===== src/rtl/core/fpie_pkg.sv =====
`timescale 1ns / 1ps
// Package for the IEEE format packer: format selector codes, rebias constants
// and the result record passed between the packing logic and the top level.
// No dependencies.
package fpie_pkg;

  typedef enum logic [1:0] {
    ACT_SINGLE   = 2'd0,
    ACT_DOUBLE   = 2'd1,
    ACT_EXTENDED = 2'd2
  } action_t;

  localparam int unsigned EXP_W      = 16;
  localparam int unsigned MANT_W     = 64;
  localparam int unsigned HIGH_W     = 16;

  localparam int unsigned SGL_FRAC_W = 23;
  localparam int unsigned DBL_FRAC_W = 52;
  localparam int unsigned SGL_EXP_W  = 8;
  localparam int unsigned DBL_EXP_W  = 11;

  localparam logic [EXP_W:0] SGL_SHIFT = 17'(32767 - 127);
  localparam logic [EXP_W:0] SGL_MAX   = 17'(32767 - 127 + 255);
  localparam logic [EXP_W:0] DBL_SHIFT = 17'(32767 - 1023);
  localparam logic [EXP_W:0] DBL_MAX   = 17'(32767 - 1023 + 2047);
  localparam logic [EXP_W-1:0] EXT_SHIFT = 16'h4000;

  typedef struct packed {
    logic [MANT_W-1:0] packed_low;
    logic [HIGH_W-1:0] packed_high;
    logic              too_large;
  } pack_res_t;

endpackage


===== src/rtl/core/float_pack_ieee_formats_core.sv =====
`timescale 1ns / 1ps
// IEEE format packer top level: input register, packing logic, result register.
// One request is taken per cycle unless out_stall holds a full pipeline and raises in_stall.
// The packing logic is a single combinational pass between the two registers.
// Synchronous active-low reset empties both stages; payload is not reset.
// Depends on fpie_pkg and fpie_pack.
module float_pack_ieee_formats_core
  import fpie_pkg::*;
(
  input  logic              clk,
  input  logic              rst_n,
  input  logic              in_valid,
  output logic              in_stall,
  input  logic [1:0]        in_action,
  input  logic              in_sign_bit,
  input  logic [EXP_W-1:0]  in_biased_exponent,
  input  logic [MANT_W-1:0] in_mantissa_bits,
  output logic              out_valid,
  input  logic              out_stall,
  output logic [MANT_W-1:0] out_packed_low,
  output logic [HIGH_W-1:0] out_packed_high,
  output logic              out_too_large
);

  logic              s1_valid_r;
  logic [1:0]        s1_action_r;
  logic              s1_sign_r;
  logic [EXP_W-1:0]  s1_exp_r;
  logic [MANT_W-1:0] s1_mant_r;
  logic              out_valid_r;
  logic              out_valid_nxt;
  pack_res_t         res_r;
  pack_res_t         res_nxt;
  logic              out_load;
  logic              s1_load;

  assign out_load = !out_valid_r || !out_stall;
  assign in_stall = s1_valid_r && !out_load;
  assign s1_load  = in_valid && !in_stall;
  assign out_valid_nxt = out_load ? s1_valid_r : out_valid_r;

  always_ff @(posedge clk) begin
    if (!rst_n) begin
      s1_valid_r <= 1'b0;
    end else if (!in_stall) begin
      s1_valid_r <= in_valid;
    end
  end

  always_ff @(posedge clk) begin
    if (s1_load) begin
      s1_action_r <= in_action;
      s1_sign_r   <= in_sign_bit;
      s1_exp_r    <= in_biased_exponent;
      s1_mant_r   <= in_mantissa_bits;
    end
  end

  fpie_pack u_pack (
    .action          (s1_action_r),
    .sign_bit        (s1_sign_r),
    .biased_exponent (s1_exp_r),
    .mantissa_bits   (s1_mant_r),
    .res             (res_nxt)
  );

  always_ff @(posedge clk) begin
    if (!rst_n) begin
      out_valid_r <= 1'b0;
    end else begin
      out_valid_r <= out_valid_nxt;
    end
  end

  always_ff @(posedge clk) begin
    if (out_load && s1_valid_r) begin
      res_r <= res_nxt;
    end
  end

  assign out_valid       = out_valid_r;
  assign out_packed_low  = res_r.packed_low;
  assign out_packed_high = res_r.packed_high;
  assign out_too_large   = res_r.too_large;

  a_err_zero_data: assert property (@(posedge clk) disable iff (!rst_n)
    out_valid_r && res_r.too_large |-> res_r.packed_low == '0 && res_r.packed_high == '0)
    else $error("error result carries nonzero data");

  a_stall_needs_item: assert property (@(posedge clk) disable iff (!rst_n)
    in_stall |-> s1_valid_r && out_valid_r && out_stall)
    else $error("input stalled without a blocked pipeline");

  a_reset_empty: assert property (@(posedge clk)
    !rst_n |=> !out_valid_r && !s1_valid_r)
    else $error("pipeline not empty after reset");

  a_item_moves: assert property (@(posedge clk) disable iff (!rst_n)
    s1_valid_r && out_load |=> out_valid_r)
    else $error("item in input stage lost on transfer");

endmodule


===== src/rtl/core/fpie_pack.sv =====
`timescale 1ns / 1ps
// Combinational packing of one internal float into single, double or extended.
// Depends on fpie_pkg.
module fpie_pack
  import fpie_pkg::*;
(
  input  logic [1:0]        action,
  input  logic              sign_bit,
  input  logic [EXP_W-1:0]  biased_exponent,
  input  logic [MANT_W-1:0] mantissa_bits,
  output pack_res_t         res
);

  logic [SGL_FRAC_W:0]   sgl_sum;
  logic [EXP_W:0]        sgl_exp;
  logic [EXP_W:0]        sgl_reb;
  logic                  sgl_ok;
  logic [DBL_FRAC_W:0]   dbl_sum;
  logic [EXP_W:0]        dbl_exp;
  logic [EXP_W:0]        dbl_reb;
  logic                  dbl_ok;
  logic [EXP_W-1:0]      ext_exp;

  // Rounding adds the first dropped bit; a carry leaves the fraction at zero.
  assign sgl_sum = {1'b0, mantissa_bits[62 -: SGL_FRAC_W]} +
                   (SGL_FRAC_W + 1)'(mantissa_bits[62 - SGL_FRAC_W]);
  assign sgl_exp = {1'b0, biased_exponent} + (EXP_W + 1)'(sgl_sum[SGL_FRAC_W]);
  assign sgl_ok  = (sgl_exp >= SGL_SHIFT) && (sgl_exp <= SGL_MAX);
  assign sgl_reb = sgl_exp - SGL_SHIFT;

  assign dbl_sum = {1'b0, mantissa_bits[62 -: DBL_FRAC_W]} +
                   (DBL_FRAC_W + 1)'(mantissa_bits[62 - DBL_FRAC_W]);
  assign dbl_exp = {1'b0, biased_exponent} + (EXP_W + 1)'(dbl_sum[DBL_FRAC_W]);
  assign dbl_ok  = (dbl_exp >= DBL_SHIFT) && (dbl_exp <= DBL_MAX);
  assign dbl_reb = dbl_exp - DBL_SHIFT;

  assign ext_exp = biased_exponent - EXT_SHIFT;

  always_comb begin
    res = '0;
    case (action_t'(action))
      ACT_SINGLE: begin
        if (sgl_ok) begin
          res.packed_low = {32'd0, sign_bit, sgl_reb[SGL_EXP_W-1:0],
                            sgl_sum[SGL_FRAC_W-1:0]};
        end else begin
          res.too_large = 1'b1;
        end
      end
      ACT_DOUBLE: begin
        if (dbl_ok) begin
          res.packed_low = {sign_bit, dbl_reb[DBL_EXP_W-1:0], dbl_sum[DBL_FRAC_W-1:0]};
        end else begin
          res.too_large = 1'b1;
        end
      end
      ACT_EXTENDED: begin
        if (!ext_exp[EXP_W-1]) begin
          res.packed_low  = mantissa_bits;
          res.packed_high = {sign_bit, ext_exp[EXP_W-2:0]};
        end else begin
          res.too_large = 1'b1;
        end
      end
      default: begin
        res.too_large = 1'b1;
      end
    endcase
  end

endmodule

===== config.mk =====
export PLATFORM = sky130hd
export DESIGN_NAME = float_pack_ieee_formats_core
export DESIGN_NICKNAME = d
export VERILOG_FILES = /design/src/rtl/core/fpie_pkg.sv /design/src/rtl/core/float_pack_ieee_formats_core.sv /design/src/rtl/core/fpie_pack.sv
export SDC_FILE = /design/constraint.sdc
export NUM_CORES = 1
export LEC_CHECK = 0
export ABC_CLOCK_PERIOD_IN_PS = 8300
export BUFFER_PORTS_ARGS = -buffer_cell sky130_fd_sc_hd__buf_4
export CAP_MARGIN = 20
export CORE_MARGIN = 4
export CORE_UTILIZATION = 50
export CTS_CLUSTER_SIZE = 40
export DETAILED_ROUTE_END_ITERATION = 8
export GPL_ROUTABILITY_DRIVEN = 0
export PLACE_DENSITY = 0.77
export SYNTH_ARGS = -nofsm -noshare
export SYNTH_HDL_FRONTEND = slang
export SYNTH_SLANG_ARGS = --single-unit

===== constraint.sdc =====
create_clock -name clk -period 8.3 [get_ports clk]
set_clock_uncertainty 0.15 [all_clocks]
set_input_delay 1.66 -clock clk [delete_from_list [all_inputs] [get_ports clk]]
set_output_delay 1.66 -clock clk [all_outputs]
set_load 0.05 [all_outputs]

==> flow_summary_export.csv, run 1 <==
group,metric,value,unit
sta,rsz0062_at_grt,"no",
logic_synthesis,yosysWarnings,0,
power_and_ir_drop,power.total,2.09,mW
worst_setup_path,startpoint_type,"flip-flop",
placed_design,place_inst,1007,
power_and_ir_drop,p_int,1.54,mW
placed_design,hpwlAfterDp,15600,um
logic_synthesis,syn-instance-count,661,
detailed_routing,viasPerCell,5.86,
global_routing,grt_pass1_wl,33300,um
sta,fmax,193,MHz
worst_setup_path,slowest_stage,"nor4_2",
power_and_ir_drop,leakage,3.63,nW
floorplanning,fp-row-count,46,
floorplanning,initial_core_util,51.7,%
worst_setup_path,critPathMaxStageDelay,0.52,ns
sta,fin_tns_setup,0,ns
worst_setup_path,end_kind,"flip-flop",
floorplanning,dieArea,0.0188,sq mm
global_routing,grt_max_degree,84,
global_routing,grt_usage,23.8,%
floorplanning,die_w,137,um
worst_setup_path,crit_required,8.37,ns
detailed_routing,wire_per_inst,20.9,um
sta,tightestPinTransition,1.09,ns
floorplanning,die_y,137,um
cells_and_area,nNetsFinal,906,
logic_synthesis,synth-seq-cells,166,
sta,final-setup-viol-count,0,
clocking,cts.path.max_buffers,2,
cells_and_area,finalNonFillerCells,1039,
worst_setup_path,crit_top_cell,"ha_1",
worst_setup_path,startpoint,"s1_mant_r[10]",
logic_synthesis,postSynthAreaPerCell,12.6,sq um
detailed_routing,dr.pass1.iters,7,
clocking,ctsRootBufferMaster,"clkbuf_16",
logic_synthesis,ys.flop_type,"edfxtp_1",
logic_synthesis,synthTopCellsByArea,"edfxtp_1, xnor2_1, o21ai_2",
global_routing,grt_overflow,0,
sta,hold_viol,0,
clocking,cts_resized,0,
clocking,post_cts_buffers,0,
clocking,cts-hold-fix-buffers,0,
power_and_ir_drop,pwr-share-comb,11.4,%
worst_setup_path,critPathKind,"flip-flop to flip-flop",
power_and_ir_drop,p_sw,0.545,mW
min_path,hold_start,"s1_valid_r",
logic_synthesis,synth_area,0.00833,sq mm
clocking,numCtsBuffers,17,
sta,period_needed,5.19,ns
global_routing,grt_antenna_before_repair,0,
power_and_ir_drop,p_clk_share,39.3,%
sta,final.period_utilization,62.5,%
worst_setup_path,path_cells,"ha_1 -> ha_1 -> nand4_1 -> nor4_2 -> nand2_1 -> or3_4 -> nor2_1 -> ha_1 -> ha_1 -> nand3_1 -> o31a_1 -> nor4_1 -> nand4_1 -> nand2_4 -> nand2_2 -> o21ai_0",
detailed_routing,routed_wl,21700,um
logic_synthesis,ys_seq_area_share,59.6,%
cells_and_area,diodes,0,
logic_synthesis,synth.largest_area_cell,"edfxtp_1",
clocking,cts_num_sinks,166,
flow_run,drv_cap,0,
clocking,tritoncts,"built",
power_and_ir_drop,ir_worst_vdd,147,uV
logic_synthesis,ys_async_sr_fraction,0,%
clocking,clkTransAtPathRegs,0.06,ns
worst_setup_path,rr_startpoint,"s1_mant_r[10]",
power_and_ir_drop,p_per_area,203,mW/mm^2
detailed_routing,detail_route.iter0.violations,696,
global_routing,grt_pass1_vias,5982,
clocking,h-tree-depth,4,
cells_and_area,layout-drive-gt1-share,33.7,%
detailed_routing,drtAntennaViolNets,0,
clocking,insertion_delay,0.43,ns
logic_synthesis,synth_top_area_share,59.1,%
power_and_ir_drop,seq_power_share,49.3,%
floorplanning,design.core.area,0.0161,sq mm
worst_setup_path,crit_fanout,29,
run_status,status,"finished clean",
sta,slew_headroom,27.6,%
min_path,worstHoldPathType,"flip-flop to flip-flop",
detailed_routing,vias,6084,
logic_synthesis,synth_edf_count,164,
placed_design,port_buffers,169,
floorplanning,ios,170,
worst_setup_path,arrival,5.26,ns
sta,drv_slew,0,
logic_synthesis,ys_types,58,
cells_and_area,syn2layout_area_growth,23.7,%
detailed_routing,drc,0,
power_and_ir_drop,switching_share,26.1,%
logic_synthesis,syn_nets,757,
==> metal layers <==
| metal | vias to the layer above | wire length (um) | track usage (%) |
|---|---|---|---|
| li1 | 2756 | - | - |
| met1 | 2903 | 8680 | 32.2 |
| met2 | 381 | 10500 | 37.3 |
| met3 | 44 | 1910 | 5.77 |
| met4 | 0 | 600 | 8.98 |
| met5 | - | 0 | 0 |
==> cell type report <==
cell class / instances / area, sq um
well taps: 216 / 270
inverters: 7 / 26.3
clock inverters: 15 / 188
flip-flops and latches: 166 / 4960
clock buffers: 17 / 425
repair buffers: 174 / 1310
multi-input cells: 444 / 3130
fillers: 1211 / 5810
==> worst max-delay path: cells and delay by family (launching register included) <==
kind | cells | cell delay (ns)
AO/OA/AOI/OAI | 2 | 0.79
adder cells (fa/ha/maj) | 4 | 0.80
flip-flops | 1 | 0.37
AND/OR/NAND/NOR | 10 | 2.83
==> registers in the layout (all words and copies together) (netlist names) <==
signal and count:
out_too_large 1, s1_exp_r 16, s1_mant_r 64, out_packed_low 64, s1_valid_r 1, out_valid 1, out_packed_high 16, s1_action_r 2
s1_sign_r 1
==> synthesized netlist by cell type, types with 3 or more instances <==
master    number
nor4_1         6
and2_1        17
buf_2         14
or3_4          3
and4_1         5
nand3_1       24
a32oi_1        6
buf_6          7
nor3_1        11
o21ai_1        5
edfxtp_1     164
or3_1          4
a22oi_1       15
and3_1         9
xor2_1        29
o21ai_0       17
a22oi_2       10
nand2_1       67
inv_1          7
nor2_1        36
clkbuf_1      21
nand4_1       23
xnor2_1       63
ha_1           9
nor2b_1        3
o21ai_2       40
==> power groups by stage <==
stage	registers [mW]	clock network (mW)	logic, mW
global route	1.03	0.871	0.253
CTS	1.03	0.830	0.240
finish	1.03	0.820	0.239
detailed placement	1.04	0	0.238
floorplan	1.10	0	0.0887
global placement	1.04	0	0.235
==> logic make-up (layout without fill, tap and decap cells) <==
family	after synthesis	after routing	synth area share, %
multiplexers	2	2	0.240
AND/OR/NAND/NOR	231	231	15.3
flip-flops	166	166	59.6
AO/OA/AOI/OAI	110	110	10.7
XOR/XNOR	92	92	9.67
adder cells (fa/ha/maj)	9	9	1.35
buffers and inverters	51	213	3.23
==> stage by stage <==
step	worst slack, ns	utilization, %	instance area (sq um)	hold WS (ns)
finish	3.11	64.0	10300	0.370
global placement	3.40	60.2	9700	0.336
CTS	3.21	64.0	10300	0.380
floorplan	1.86	-	8330	0.316
detailed placement	3.23	60.2	9700	0.368
global route	2.77	64.0	10300	0.407
==> cell usage in the layout (no fill, tap or decap), types with 6 or more instances in the layout <==
cell type	Yosys	layout
nand2_1	67	67
clkbuf_16	0	17
a22oi_2	10	10
ha_1	9	9
inv_6	0	7
and3_1	9	9
o21ai_2	40	40
a32oi_1	6	6
a22oi_1	15	15
xnor2_1	63	63
nand3_1	24	24
nor2_1	36	36
buf_4	2	174
xor2_1	29	29
nor3_1	11	11
o21ai_0	17	17
edfxtp_1	164	164
and2_1	17	17
nand4_1	23	23
inv_1	7	7
nor4_1	6	6
==> final timing paths <==
kind                        endpoint  slack (ns)  depth (start not counted)
setup reg to reg  out_packed_low[55]        3.11                         16
setup / recovery  out_packed_low[55]        3.11                         16
hold reg to reg            out_valid        0.37                          2
hold / removal             out_valid        0.37                          2
Power figures use the tool's default switching activity.
==> run 2: changes to the inputs <==
--- a/config.mk
+++ b/config.mk
@@ -5,15 +5,15 @@
 export SDC_FILE = /design/constraint.sdc
 export NUM_CORES = 1
 export LEC_CHECK = 0
-export ABC_CLOCK_PERIOD_IN_PS = 8300
+export ABC_CLOCK_PERIOD_IN_PS = 4900
 export BUFFER_PORTS_ARGS = -buffer_cell sky130_fd_sc_hd__buf_4
 export CAP_MARGIN = 20
 export CORE_MARGIN = 4
-export CORE_UTILIZATION = 50
+export CORE_UTILIZATION = 55
 export CTS_CLUSTER_SIZE = 40
 export DETAILED_ROUTE_END_ITERATION = 8
 export GPL_ROUTABILITY_DRIVEN = 0
-export PLACE_DENSITY = 0.77
+export PLACE_DENSITY = 0.8
 export SYNTH_ARGS = -nofsm -noshare
 export SYNTH_HDL_FRONTEND = slang
 export SYNTH_SLANG_ARGS = --single-unit
==> constraint.sdc (replaced) <==
create_clock -name clk -period 4.9 [get_ports clk]
set_clock_uncertainty 0.15 [all_clocks]
set_input_delay 0.98 -clock clk [delete_from_list [all_inputs] [get_ports clk]]
set_output_delay 0.98 -clock clk [all_outputs]
set_load 0.05 [all_outputs]
==> run 2 against run 1 <==
  * Design area is 2.0% higher
  * Utilization is 7.6 points higher
  * Worst setup slack worse by 2.9 ns
  * Count of clock-buffer cells in the layout did not move
  * Critical path depth grew 1
  * Die area decreased by 8.6%
  * Maximum frequency rose by 10%
  * Sequential cell count unchanged
  * Clock power rose by 57%
==> flow_summary_export.csv, run 2 (synthesis gave the netlist of run 1 again) <==
group,metric,value,unit
global_routing,grt_overflow,0,
global_routing,grt_pass1_vias,6125,
power_and_ir_drop,power.total,3.45,mW
detailed_routing,wire_per_inst,21.1,um
floorplanning,initial_core_util,56.7,%
power_and_ir_drop,switching_share,26.9,%
floorplanning,die_w,131,um
clocking,tritoncts,"built",
cells_and_area,diodes,0,
sta,hold_viol,0,
global_routing,grt_pass1_wl,33700,um
sta,fin_tns_setup,0,ns
detailed_routing,dr.pass1.iters,7,
worst_setup_path,crit_required,5.03,ns
cells_and_area,layout-drive-gt1-share,36.5,%
worst_setup_path,arrival,4.85,ns
flow_run,drv_cap,0,
worst_setup_path,path_cells,"nand2_1 -> or3_4 -> or4_4 -> or2_4 -> nor2_2 -> nand3_1 -> nor2_1 -> ha_1 -> ha_1 -> nand3_2 -> o31a_1 -> nor4_2 -> nand4_1 -> a21oi_4 -> buf_12 -> a22oi_1 -> o21ai_2",
worst_setup_path,slowest_stage,"or4_4",
clocking,insertion_delay,0.43,ns
global_routing,grt_max_degree,84,
floorplanning,dieArea,0.0172,sq mm
clocking,cts-hold-fix-buffers,0,
cells_and_area,layout_common_cells,"buf_4, edfxtp_1, nand2_1",
power_and_ir_drop,pwr-share-comb,12.5,%
sta,final.period_utilization,96.3,%
clocking,h-tree-depth,4,
placed_design,hpwlAfterDp,15500,um
worst_setup_path,critPathKind,"flip-flop to flip-flop",
detailed_routing,viasPerCell,6.02,
floorplanning,die_y,131,um
cells_and_area,nNetsFinal,934,
power_and_ir_drop,p_sw,0.927,mW
worst_setup_path,end_kind,"flip-flop",
min_path,worstHoldPathType,"flip-flop to flip-flop",
power_and_ir_drop,leakage,3.75,nW
sta,period_needed,4.72,ns
clocking,clkTransAtPathRegs,0.07,ns
placed_design,port_buffers,169,
sta,hold_ws,0.373,ns
global_routing,grt_usage,25.1,%
run_status,status,"finished clean",
detailed_routing,detail_route.iter0.violations,687,
power_and_ir_drop,p_per_area,328,mW/mm^2
clocking,cts.path.max_buffers,2,
sta,tightestPinTransition,1.06,ns
placed_design,pre_cts_slack,0.0800,ns
floorplanning,ios,170,
power_and_ir_drop,seq_power_share,50.2,%
floorplanning,design.core.area,0.0147,sq mm
worst_setup_path,startpoint_type,"flip-flop",
clocking,cts_num_sinks,166,
global_routing,grt_antenna_before_repair,0,
sta,final-setup-viol-count,0,
sta,setup_slack,0.179,ns
worst_setup_path,critPathMaxStageDelay,0.54,ns
cells_and_area,layout_commonest_cell,"buf_4",
sta,fmax,212,MHz
worst_setup_path,crit_top_cell,"ha_1",
clocking,ctsRootBufferMaster,"clkbuf_16",
clocking,numCtsBuffers,17,
detailed_routing,drc,0,
sta,slew_headroom,29.1,%
detailed_routing,routed_wl,21800,um
power_and_ir_drop,p_int,2.52,mW
detailed_routing,vias,6231,
cells_and_area,syn2layout_area_growth,26.2,%
worst_setup_path,crit_fanout,15,
power_and_ir_drop,ir_worst_vdd,257,uV
floorplanning,fp-row-count,44,
power_and_ir_drop,p_clk_share,37.3,%
sta,drv_slew,0,
detailed_routing,drtAntennaViolNets,0,
[run 2: cell count changes in the layout (fill, tap and decap cells not counted), moves of 2 or more]
cell / previous run / this run
o21ai_0: 17 / 14
clkinvlp_4: 1 / 4
buf_4: 174 / 198
bufinv_16: 3 / 1
o21ai_2: 40 / 42
[run 2: worst max-delay path: cells and delay by family (launching register included)]
family / cells / cell delay (ns)
AND/OR/NAND/NOR: 10 / 2.50
AO/OA/AOI/OAI: 4 / 0.90
flip-flops: 1 / 0.45
adder cells (fa/ha/maj): 2 / 0.36
buffers and inverters: 1 / 0.19
[run 2: final cells by class]
| type | count | area, sq um |
|---|---|---|
| clock inverters | 15 | 140 |
| flip-flops and latches | 166 | 4960 |
| fillers | 982 | 4180 |
| well taps | 184 | 230 |
| multi-input cells | 444 | 3160 |
| repair buffers | 202 | 1570 |
| inverters | 7 | 26.3 |
| clock buffers | 17 | 425 |
[run 2: what timing repair did]
item | CTS | global route
setup buffers | 0 | 12
gates resized for setup | 0 | 10
endpoints found under the setup margin | 0 | 63
[run 2: through the flow]
stage | cell area (sq um) | std cells | utilization, %
3_3_place_gp | 9770 | 989 | 66.5
2_1_floorplan | 8340 | 661 | -
6_report | 10500 | 1035 | 71.5
3_5_place_dp | 9770 | 989 | 66.5
4_1_cts | 10300 | 1021 | 70.3
5_1_grt | 10500 | 1035 | 71.5
[run 2: final timing paths]
| check | startpoint | end | slack [ns] | depth (start not counted) |
|---|---|---|---|---|
| max | s1_mant_r[50] | out_packed_low[22] | 0.18 | 17 |
| min | s1_valid_r | out_valid | 0.37 | 2 |
| max reg2reg | s1_mant_r[50] | out_packed_low[22] | 0.18 | 17 |
| min reg2reg | s1_valid_r | out_valid | 0.37 | 2 |
[run 2: per-layer routing]
metal	up-vias	track usage, %	share of wire, %
met5	-	0	0
met4	0	9.39	2.9
met3	52	6.31	9.7
met2	419	39.1	47
met1	2953	34.4	40
li1	2807	-	-
[run 2: power by group through the flow]
| stage | Sequential (mW) | Combinational, mW | Clock [mW] |
|---|---|---|---|
| after floorplan | 1.85 | 0.151 | 0 |
| after global placement | 1.76 | 0.415 | 0 |
| after detailed placement | 1.76 | 0.420 | 0 |
| after CTS | 1.73 | 0.422 | 1.30 |
| after global routing | 1.74 | 0.454 | 1.37 |
| final | 1.73 | 0.431 | 1.29 |
